**src/hdl/ber_oid_pkg.sv**
```systemverilog
// Shared types and constants for the BER object identifier encoder.
// Used by the front, queue, back and top-level modules; no dependencies.
package ber_oid_pkg;

  // Base-128 encoding constants
  localparam int SEPTET_BITS    = 7;
  localparam int MAX_SEPTETS    = 5;
  localparam int VALUE_BITS_MAX = SEPTET_BITS * MAX_SEPTETS;
  localparam logic [7:0] CONT_BIT = 8'h80;

  // Position of the next arc within the identifier
  localparam logic [1:0] POS_FIRST  = 2'd0;
  localparam logic [1:0] POS_SECOND = 2'd1;
  localparam logic [1:0] POS_LATER  = 2'd2;

  // One classified arc, handed from front to back
  typedef struct packed {
    logic [VALUE_BITS_MAX-1:0] value;       // value to encode, zero extended
    logic [2:0]                septets;     // septets in the full encoding
    logic [2:0]                count;       // bytes actually emitted
    logic                      last;        // final arc of the identifier
    logic                      error;       // sticky error after this arc
    logic [15:0]               start_count; // bytes emitted before this arc
  } entry_t;

endpackage

```
**src/hdl/ber_oid_front.sv**
```systemverilog
// Front end: accepts arcs, forms the value to encode, sizes the output against
// the buffer limit and tracks identifier state. Depends on ber_oid_pkg.
module ber_oid_front #(
  parameter int ARC_BITS = 32
) (
  input  logic                  clk,
  input  logic                  rst,
  input  logic                  cfg_valid,
  input  logic [15:0]           cfg_data,
  input  logic                  in_valid,
  input  logic [30:0]           in_arc,
  input  logic                  in_last,
  output logic                  in_ready,
  input  logic                  q_full,
  output logic                  q_push,
  output ber_oid_pkg::entry_t   q_entry
);

  localparam int VMAX = ber_oid_pkg::VALUE_BITS_MAX;
  localparam int VB   = (ARC_BITS < VMAX) ? ARC_BITS : VMAX;

  logic [15:0]   buffer_length;
  logic [1:0]    pos;
  logic [VB-1:0] held;
  logic [15:0]   byte_count;
  logic          err;

  logic          accept;
  logic [VB-1:0] arc_v;
  logic [VB-1:0] combined;
  logic [VB-1:0] value;
  logic          encode;
  logic [2:0]    septets;
  logic          blocked;
  logic [15:0]   room;
  logic          short_room;
  logic [2:0]    count;
  logic          err_next;

  assign in_ready = !q_full;
  assign accept   = in_valid && in_ready;

  // Form the value: first*40 + second as shift-add, later arcs as they come
  assign arc_v    = VB'(in_arc);
  assign combined = (held << 5) + (held << 3) + arc_v;
  assign value    = (pos == ber_oid_pkg::POS_SECOND) ? combined : arc_v;
  assign encode   = (pos != ber_oid_pkg::POS_FIRST);

  // Count significant septets
  always_comb begin
    septets = 3'd1;
    for (int i = 1; i < ber_oid_pkg::MAX_SEPTETS; i++) begin
      if ((value >> (ber_oid_pkg::SEPTET_BITS * i)) != '0) begin
        septets = 3'(i + 1);
      end
    end
  end

  // Clip byte count to the space left in the buffer
  assign blocked    = err || (buffer_length == 16'd0) || (byte_count >= buffer_length);
  assign room       = blocked ? 16'd0 : (buffer_length - byte_count);
  assign short_room = room < 16'(septets);
  assign count      = !encode ? 3'd0 : (short_room ? room[2:0] : septets);
  assign err_next   = err || (!encode && in_last) || (encode && short_room);

  // Queue entry: only arcs that emit bytes or close the identifier
  assign q_push              = accept && ((count != 3'd0) || in_last);
  assign q_entry.value       = VMAX'(value);
  assign q_entry.septets     = septets;
  assign q_entry.count       = count;
  assign q_entry.last        = in_last;
  assign q_entry.error       = err_next;
  assign q_entry.start_count = byte_count;

  // Hold the configured buffer length
  always_ff @(posedge clk) begin
    if (rst) begin
      buffer_length <= 16'hFFFF;
    end else if (cfg_valid) begin
      buffer_length <= cfg_data;
    end
  end

  // Advance identifier state; drop it all after the last arc
  always_ff @(posedge clk) begin
    if (rst) begin
      pos        <= ber_oid_pkg::POS_FIRST;
      byte_count <= 16'd0;
      err        <= 1'b0;
    end else if (accept) begin
      if (in_last) begin
        pos        <= ber_oid_pkg::POS_FIRST;
        byte_count <= 16'd0;
        err        <= 1'b0;
      end else begin
        pos        <= encode ? ber_oid_pkg::POS_LATER : ber_oid_pkg::POS_SECOND;
        byte_count <= byte_count + 16'(count);
        err        <= err_next;
      end
    end
  end

  // Hold the first arc for the combine step
  always_ff @(posedge clk) begin
    if (accept && (pos == ber_oid_pkg::POS_FIRST)) begin
      held <= arc_v;
    end
  end

endmodule

```
**src/hdl/ber_oid_queue.sv**
```systemverilog
// Short queue of classified arcs between front and back end.
// Depends on ber_oid_pkg for the entry type.
module ber_oid_queue #(
  parameter int DEPTH = 4
) (
  input  logic                clk,
  input  logic                rst,
  input  logic                push,
  input  ber_oid_pkg::entry_t push_entry,
  output logic                full,
  input  logic                pop,
  output logic                head_valid,
  output ber_oid_pkg::entry_t head_entry
);

  localparam int PW = (DEPTH > 1) ? $clog2(DEPTH) : 1;
  localparam int CW = $clog2(DEPTH + 1);

  ber_oid_pkg::entry_t entries [DEPTH];
  logic [PW-1:0] wptr;
  logic [PW-1:0] rptr;
  logic [CW-1:0] cnt;

  assign full       = (cnt == CW'(DEPTH));
  assign head_valid = (cnt != '0);
  assign head_entry = entries[rptr];

  // Write the entry store
  always_ff @(posedge clk) begin
    if (push) begin
      entries[wptr] <= push_entry;
    end
  end

  // Advance pointers and fill count
  always_ff @(posedge clk) begin
    if (rst) begin
      wptr <= '0;
      rptr <= '0;
      cnt  <= '0;
    end else begin
      if (push) begin
        wptr <= (wptr == PW'(DEPTH - 1)) ? '0 : wptr + 1'b1;
      end
      if (pop) begin
        rptr <= (rptr == PW'(DEPTH - 1)) ? '0 : rptr + 1'b1;
      end
      if (push && !pop) begin
        cnt <= cnt + 1'b1;
      end else if (!push && pop) begin
        cnt <= cnt - 1'b1;
      end
    end
  end

  // Queue integrity
  a_no_overflow: assert property (@(posedge clk) disable iff (rst) push |-> (!full || pop))
    else $error("queue push while full");
  a_no_underflow: assert property (@(posedge clk) disable iff (rst) pop |-> head_valid)
    else $error("queue pop while empty");
  a_count_bound: assert property (@(posedge clk) disable iff (rst) cnt <= CW'(DEPTH))
    else $error("queue fill count out of range");
  a_count_step: assert property (@(posedge clk) disable iff (rst)
      (push && !pop) |=> (cnt == $past(cnt) + 1'b1))
    else $error("queue fill count missed a push");

endmodule

```
**src/hdl/ber_oid_back.sv**
```systemverilog
// Back end: walks each queued arc one septet per cycle into the output
// register, stalling while out_ready is low. Depends on ber_oid_pkg.
module ber_oid_back (
  input  logic                clk,
  input  logic                rst,
  input  logic                head_valid,
  input  ber_oid_pkg::entry_t head_entry,
  output logic                pop,
  output logic                out_valid,
  input  logic                out_ready,
  output logic [7:0]          out_byte,
  output logic                out_byte_valid,
  output logic                out_last,
  output logic                out_error,
  output logic [15:0]         out_total
);

  logic [2:0] k;
  logic       load;
  logic       empty_arc;
  logic       final_byte;
  logic [2:0] idx;
  logic [6:0] septet;
  logic [7:0] enc_byte;

  assign load       = !out_valid || out_ready;
  assign empty_arc  = (head_entry.count == 3'd0);
  assign final_byte = (k == head_entry.count - 3'd1);
  assign idx        = head_entry.septets - 3'd1 - k;
  assign pop        = load && head_valid && (empty_arc || final_byte);

  // Pick the septet, most significant first
  always_comb begin
    case (idx)
      3'd0:    septet = head_entry.value[6:0];
      3'd1:    septet = head_entry.value[13:7];
      3'd2:    septet = head_entry.value[20:14];
      3'd3:    septet = head_entry.value[27:21];
      3'd4:    septet = head_entry.value[34:28];
      default: septet = 7'd0;
    endcase
  end

  assign enc_byte = {1'b0, septet} | ((idx != 3'd0) ? ber_oid_pkg::CONT_BIT : 8'h00);

  // Step through the bytes of the head entry
  always_ff @(posedge clk) begin
    if (rst) begin
      k <= 3'd0;
    end else if (load && head_valid) begin
      k <= (empty_arc || final_byte) ? 3'd0 : k + 3'd1;
    end
  end

  // Output valid
  always_ff @(posedge clk) begin
    if (rst) begin
      out_valid <= 1'b0;
    end else if (load) begin
      out_valid <= head_valid;
    end
  end

  // Output payload
  always_ff @(posedge clk) begin
    if (load && head_valid) begin
      out_error <= head_entry.error;
      if (empty_arc) begin
        out_byte       <= 8'h00;
        out_byte_valid <= 1'b0;
        out_last       <= 1'b1;
        out_total      <= head_entry.start_count;
      end else begin
        out_byte       <= enc_byte;
        out_byte_valid <= 1'b1;
        out_last       <= head_entry.last && final_byte;
        out_total      <= head_entry.start_count + 16'(k) + 16'd1;
      end
    end
  end

endmodule

```
**src/hdl/ber_object_identifier_encoder_unit.sv**
```systemverilog
// BER object identifier encoder: arcs in, base-128 bytes out, one byte per ready cycle.
// A result passes the queue and then the output register before it is offered.
// Throughput: arcs are taken every cycle until the four-entry queue fills; the output register
// sends one item per cycle while m_tready is high, one per emitted byte (up to five per arc)
// or one empty closing item. Reset (rst, synchronous): empties the queue, clears identifier
// state and sets buffer_length to 65535. Depends on ber_oid_pkg, front, queue, back.
module ber_object_identifier_encoder_unit #(
  parameter int ARC_BITS    = 32,
  parameter int QUEUE_DEPTH = 4
) (
  input  logic        clk,
  input  logic        rst,
  // configuration write: buffer_length
  input  logic        cfg_valid,
  output logic        cfg_ready,
  input  logic [15:0] cfg_data,
  // arc input
  input  logic        s_tvalid,
  output logic        s_tready,
  input  logic [31:0] s_tdata,   // [30:0] arc, [31] zero fill
  input  logic        s_tlast,   // last_arc
  // encoded result output
  output logic        m_tvalid,
  input  logic        m_tready,
  output logic [23:0] m_tdata,   // [7:0] data_byte, [23:8] total_length
  output logic [1:0]  m_tuser,   // [0] byte_valid, [1] error
  output logic        m_tlast    // last_result
);

  ber_oid_pkg::entry_t push_entry;
  ber_oid_pkg::entry_t head_entry;
  logic                push;
  logic                full;
  logic                pop;
  logic                head_valid;

  assign cfg_ready = 1'b1;

  ber_oid_front #(
    .ARC_BITS (ARC_BITS)
  ) u_front (
    .clk       (clk),
    .rst       (rst),
    .cfg_valid (cfg_valid),
    .cfg_data  (cfg_data),
    .in_valid  (s_tvalid),
    .in_arc    (s_tdata[30:0]),
    .in_last   (s_tlast),
    .in_ready  (s_tready),
    .q_full    (full),
    .q_push    (push),
    .q_entry   (push_entry)
  );

  ber_oid_queue #(
    .DEPTH (QUEUE_DEPTH)
  ) u_queue (
    .clk        (clk),
    .rst        (rst),
    .push       (push),
    .push_entry (push_entry),
    .full       (full),
    .pop        (pop),
    .head_valid (head_valid),
    .head_entry (head_entry)
  );

  ber_oid_back u_back (
    .clk            (clk),
    .rst            (rst),
    .head_valid     (head_valid),
    .head_entry     (head_entry),
    .pop            (pop),
    .out_valid      (m_tvalid),
    .out_ready      (m_tready),
    .out_byte       (m_tdata[7:0]),
    .out_byte_valid (m_tuser[0]),
    .out_last       (m_tlast),
    .out_error      (m_tuser[1]),
    .out_total      (m_tdata[23:8])
  );

endmodule
```
**config.mk**
```make
export PLATFORM = sky130hd
export DESIGN_NAME = ber_object_identifier_encoder_unit
export DESIGN_NICKNAME = d
export VERILOG_FILES = /design/src/hdl/ber_oid_pkg.sv /design/src/hdl/ber_oid_front.sv /design/src/hdl/ber_oid_queue.sv /design/src/hdl/ber_oid_back.sv /design/src/hdl/ber_object_identifier_encoder_unit.sv
export SDC_FILE = /design/constraint.sdc
export NUM_CORES = 1
export LEC_CHECK = 0
export ABC_AREA = 1
export BUFFER_PORTS_ARGS = -buffer_cell sky130_fd_sc_hd__clkbuf_2
export CORE_MARGIN = 2
export CORE_UTILIZATION = 58
export CTS_BUF_LIST = sky130_fd_sc_hd__clkbuf_16
export DETAILED_ROUTE_END_ITERATION = 6
export GPL_ROUTABILITY_DRIVEN = 0
export GPL_TIMING_DRIVEN = 0
export PLACE_DENSITY = 0.76
export SETUP_SLACK_MARGIN = 0.05
export SLEW_MARGIN = 15
export SYNTH_ARGS = -nofsm -noshare
export SYNTH_HDL_FRONTEND = slang
export SYNTH_SLANG_ARGS = --single-unit
```
**constraint.sdc**
```tcl
create_clock -name clk -period 11.3 [get_ports clk]
set_input_delay 1.13 -clock clk [delete_from_list [all_inputs] [get_ports clk]]
set_output_delay 1.13 -clock clk [all_outputs]
set_load 0.05 [all_outputs]
```
=== Yosys cells after proc, flatten, opt, wreduce, memory -nomap -nowiden ===
Memory sizes are Yosys's and may differ from the RTL's. A register that Yosys moved wholly into a read port is not among the register bits.
Cells that the tools add are included.

* Flip-flop bits (word level): 102
* Word-level logic and storage cells: 102
* Memories kept: 1
* RAM bits: 224
* Output and inout bits: 30

{| class="wikitable"
|+ Memory list
! memory !! depth !! bits a word !! read ports !! clocked after memory_dff !! wr ports !! RTL line !! source
|-
| u_queue.entries || 4 || 56 || 1 || 1 || 1 || ber_oid_queue.sv:19 || <nowiki>ber_oid_pkg::entry_t entries [DEPTH];</nowiki>
|}

* Reduce and logical (&&, ||, !) cells: 35
* Magnitude comparators: 2
* Bitwise logic cells: 1
* Multiplexer cells: 25
* Equality and inequality tests: 9
* $add $sub $neg: 14

{| class="wikitable"
|+ Operators with widths
! kind !! count
|-
| $reduce_bool 32->1 || 4
|-
| $mux 16 || 3
|-
| $pmux 7 s5 || 1
|-
| $add 16x3->16 || 2
|-
| $add 32x31->32 || 1
|-
| $add 32x32->32 || 1
|-
| $mux 32 || 1
|-
| $mux 3 || 8
|-
| $add 16x1->16 const B || 1
|-
| $ge 16x16->1 || 1
|-
| $logic_not 16->1 || 1
|-
| $lt 16x3->1 || 1
|-
| $sub 16x16->16 || 1
|-
| $mux 2 || 7
|-
| $logic_and 1x1->1 || 10
|-
| $reduce_bool 3->1 || 3
|-
| $sub 3x1->3 const B || 3
|-
| $mux 8 || 1
|-
| $or 7x8->8 || 1
|-
| $logic_or 1x1->1 || 7
|-
| $add 3x1->3 const B || 2
|-
| $eq 3x2->1 const B || 2
|-
| $eq 3x3->1 const B || 2
|-
| $logic_not 3->1 || 2
|-
| other kinds (10) || 20
|}

=== Logic depth before layout (Yosys ltp) ===
* Depth after elaboration: 18
* Mapped depth: 43

=== Modules after synthesis ===
From an unflattened synthesis, not the netlist that was laid out.

* Cell total of the unflattened synthesis: 1984
* Area, all modules: 18218.7 sq um

{| class="wikitable"
|+ Modules (own cells, without submodules)
! module !! area each (sq um) !! cells each !! times used
|-
| ber_oid_queue || 9180.1 || 630 || 1
|-
| ber_oid_front || 7026.7 || 1118 || 1
|-
| ber_oid_back || 2000.7 || 234 || 1
|-
| ber_object_identifier_encoder_unit || 11.3 || 2 || 1
|}

=== Least setup slack after synthesis ===
OpenSTA, ideal clock, no wires.

* Path kind: input-to-reg
* Start point: input port s_tdata[5]
* End point: memory u_queue.entries[0][0] (netlist name) (enable)
* Data arrival time: 5.728 ns
* Data required time: 10.875 ns
* Path slack: 5.147 ns
* Setup time: 0.425 ns
* Cell stages on the path: 29
* Path through: inv_1 fa_1 fa_1 inv_1 nand3_1 nand2_1 nand2_1 nand2_1 nand2_1 nand4_1 nand3_1 nand2_2 nand2_1 nor2_1 nand2_1 nor2_4 nand2_1 ha_1 nand2_1 nand2_1 nand2_2 nand2_2 nand2_1 nand3_1 nand2_2 nor2_2 nor2_4 inv_2 nor2_2

* Cells in the longest elaborated chain, start to end: 15
* Elaborated cells between the ends (all ways): 18

{| class="wikitable"
|+ RTL lines
! what !! RTL line !! source
|-
| from (decl) || ber_object_identifier_encoder_unit.sv:20 || <nowiki>input logic [31:0] s_tdata,</nowiki>
|-
| $add 32x31->32 * || ber_oid_front.sv:45 || <nowiki>assign combined = (held << 5) + (held << 3) + arc_v;</nowiki>
|-
| $mux 32 * || ber_oid_front.sv:46 || <nowiki>assign value = (pos == ber_oid_pkg::POS_SECOND) ? combined : arc_v;</nowiki>
|-
| $reduce_bool 32->1 || ber_oid_front.sv:53 || <nowiki>if ((value >> (ber_oid_pkg::SEPTET_BITS * i)) != '0) begin</nowiki>
|-
| $mux 2 || ber_oid_front.sv:53 ||
|-
| $mux 3 (2 in series) || ber_oid_front.sv:53 ||
|-
| $mux 3 * || ber_oid_front.sv:53 ||
|-
| $lt 16x3->1 || ber_oid_front.sv:62 || <nowiki>assign short_room = room < 16'(septets);</nowiki>
|-
| $mux 3 * (2 in series) || ber_oid_front.sv:63 || <nowiki>assign count = !encode ? 3'd0 : (short_room ? room[2:0] : septets);</nowiki>
|-
| $reduce_bool 3->1 * || ber_oid_front.sv:67 || <nowiki>assign q_push = accept && ((count != 3'd0) || in_last);</nowiki>
|-
| $logic_or 1x1->1 * || ber_oid_front.sv:67 ||
|-
| $logic_and 1x1->1 * || ber_oid_front.sv:67 ||
|-
| via push || ber_object_identifier_encoder_unit.sv:32 || <nowiki>logic push;</nowiki>
|-
| $mux 1 * || ber_oid_queue.sv:30 || <nowiki>if (push) begin</nowiki>
|-
| $mux 1 (not written as such) * || ber_oid_queue.sv:31 || <nowiki>entries[wptr] <= push_entry;</nowiki>
|-
| to (decl) || ber_oid_queue.sv:19 ||
|}

Mark *: on every way through the listed nets, which the timed path passes. The rest lies on a longest branch.

==> results.json <==
{
  "rsz0062_at_grt": "no",
  "clock_skew_ns": 0.0180,
  "cp.required_ns": 11.71,
  "tritoncts": "done",
  "timing.hold.ws_ns": 0.491,
  "yosys.area.top_type_share_pct": 48.9,
  "multiInputGateArea_sq_um": 6700,
  "hold_path.class": "flip-flop to flip-flop",
  "dp_hpwl_um": 30600,
  "drc": 0,
  "cts_sinks": 328,
  "synth_cells": 1824,
  "yosys.area.top_type": "edfxtp_1",
  "fin_tns_setup_ns": 0,
  "fp.dieArea_sq_um": 31000,
  "critPathMaxFanout": 6,
  "die_x_um": 176,
  "cp_common_cell": "nand2_1",
  "start_kind": "input pin",
  "syn_area_sq_um": 17200,
  "arrival_ns": 7.10,
  "drt_first_pass_iters": 7,
  "slew_headroom_pct": 34.6,
  "cts_hold_buf": 0,
  "final-max-slew-violation-count": 0,
  "start_util_pct": 58.5,
  "post_cts_buffers": 0,
  "cts_buffers": 35,
  "cts-htree-levels": 2,
  "seq_area_frac_synth_pct": 54.5,
  "max_freq_ghz": 0.149,
  "worst_pin_slew_ns": 0.971,
  "ys_warn_count": 0,
  "core_area_sq_um": 29400,
  "synthArstFlopShare_pct": 0,
  "final_nets": 2099,
  "ys_ff_latch": 328,
  "fillers": 2253,
  "grt_usage_pct": 27.4,
  "grt_first_pass_wirelength_um": 66200,
  "outcome": "completed",
  "path_clk_slew_ns": 0.06,
  "synth.distinct_cells": 52,
  "critPathKind": "input pin to flip-flop",
  "synth_nets": 1973,
  "drt-initial-drc-count": 1275,
  "regArea_sq_um": 9370,
  "num_rows": 63,
  "wl_per_cell_um": 17.7,
  "ios": 84,
  "via_count": 13374,
  "totalPowerFinal_uw": 4830,
  "fin_crit_sh_pct": 59.2,
  "clockBufferDepth": 3,
  "diodes": 0,
  "vdd_drop_max_v": 0.000152,
  "grt_pass1_vias": 12904,
  "setup_violations": 0,
  "vias_per_cell": 5.65,
  "p_leak_uw": 0.00823,
  "cp-end-kind": "flip-flop",
  "grt_overflow": 0,
  "ctsResizeCount": 0,
  "die_h_um": 176,
  "powerDensity_nw_per_um2": 248,
  "synth_flop_cell": "edfxtp_1",
  "avgSynthCellArea_sq_um": 9.43,
  "cpPeakStageDelay_ns": 0.52,
  "post-route-min-period_ns": 6.69,
  "synth_edf_count": 280,
  "cts_root_buffer": "clkbuf_16",
  "syn_to_final_growth_pct": 13.1,
  "ant_nets": 0,
  "clock_latency_ns": 0.53,
  "hold_viol": 0,
  "drt_wl_total_um": 41900,
  "drv_cap": 0,
  "antenna_found_initial": 0,
  "cp_slowest_cell": "fa_1",
  "grt_max_degree": 30,
  "port_buffers": 80,
  "drive_above_1_share_pct": 10.7,
  "yosys-top-cells-area": "edfxtp_1 (49%), nand2_1 (8.4%), dfxtp_1 (5.6%)"
}
## metal layers
| metal | GRT usage (%) | vias to the layer above | wire length [um] |
|---|---|---|---|
| li1 | - | 6356 | - |
| met3 | 4.46 | 118 | 3420 |
| met4 | 8.92 | 0 | 1170 |
| met1 | 35.6 | 6273 | 16800 |
| met5 | 0 | - | 0 |
| met2 | 47.3 | 627 | 20500 |
## critical path: cells and delay by family
kind	cells	cell delay (ns)
buf+inv	4	0.40
fa+ha+maj	4	1.57
simple gates	29	3.70
compound gates	3	0.27
## through the flow
step                      util [%]  instances  instance area [sq um]  worst slack, ns
after floorplan                  -       1824                  17200             5.15
after global placement        61.5       2294                  18100             3.30
after detailed placement      62.4       2303                  18300             4.24
after CTS                     66.1       2367                  19400             4.74
after global routing          66.1       2367                  19400             4.12
final                         66.1       2367                  19400             4.61
## power breakdown
group          internal, uW  switching (uW)  total (uW)
clock network           617             468        1080
registers              1590            73.7        1670
logic                   619            1450        2070
## placed cells by master (no fill, tap or decap), types with 20 or more instances in the layout
cell / n
nand2_1: 383
nand3_1: 86
o21ai_0: 111
inv_1: 257
o22ai_1: 20
nand2_2: 20
fa_1: 32
ha_1: 63
a21oi_1: 91
clkbuf_1: 41
nor2_1: 207
edfxtp_1: 280
clkbuf_16: 35
dfxtp_1: 48
clkbuf_2: 80
xor2_1: 22
## synth_stat cells (4+ instances only)
cell type / number
a211oi_1: 5
a21oi_1: 91
a22o_1: 4
a31oi_1: 4
a32o_1: 7
a32oi_1: 9
buf_4: 4
clkbuf_1: 41
dfxtp_1: 48
edfxtp_1: 280
fa_1: 32
ha_1: 63
inv_1: 246
inv_2: 8
nand2_1: 383
nand2_2: 20
nand3_1: 86
nand3_2: 4
nand3b_1: 8
nand4_1: 17
nor2_1: 208
nor2_2: 14
nor2_4: 6
nor3_1: 15
nor4_1: 10
o21a_1: 4
o21ai_0: 111
o22ai_1: 20
or2_2: 13
xnor2_1: 10
xor2_1: 22
## registers in the layout, summed over array words and instances (netlist names), named ones only
signal and flops:
u_front.err 1, u_back.out_total 16, u_back.out_last 1, u_queue.entries 224, u_front.byte_count 16, u_queue.wptr 2, u_back.k 3, u_front.pos 2
u_back.out_error 1, u_back.out_valid 1, u_back.out_byte 8, u_front.buffer_length 16, u_front.held 29, u_queue.cnt 3, u_queue.rptr 2, u_back.out_byte_valid 1
## final timing paths
path	start	end	slack (ns)	depth (start not counted)
min reg2reg	u_front.buffer_length[6]	u_front.buffer_length[6]	0.49	2
max	s_tdata[5]	u_front.byte_count[13]	4.61	40
max reg2reg	u_front.held[1]	u_front.byte_count[13]	4.90	40
min	u_front.buffer_length[6]	u_front.buffer_length[6]	0.49	2
## cell type report
type / count / area share [%]
plain buffers: 50 / 1.06
clock inverters: 29 / 1.13
flip-flops and latches: 328 / 48.2
inverters: 256 / 4.94
well taps: 390 / 2.51
repair buffers: 89 / 3.18
multi-input cells: 1190 / 34.5
clock buffers: 35 / 4.51
## kinds of logic after synthesis
family | Yosys count | share of synthesized area (%)
AO/OA/AOI/OAI | 270 | 8.91
XOR/XNOR | 32 | 1.63
adder cells (fa/ha/maj) | 95 | 8.31
buffers and inverters | 306 | 6.78
flip-flops | 328 | 54.5
multiplexers | 1 | 0.0582
other | 1 | 0.0218
AND/OR/NAND/NOR | 791 | 19.8
No activity file was read; power rests on OpenSTA's default activity.
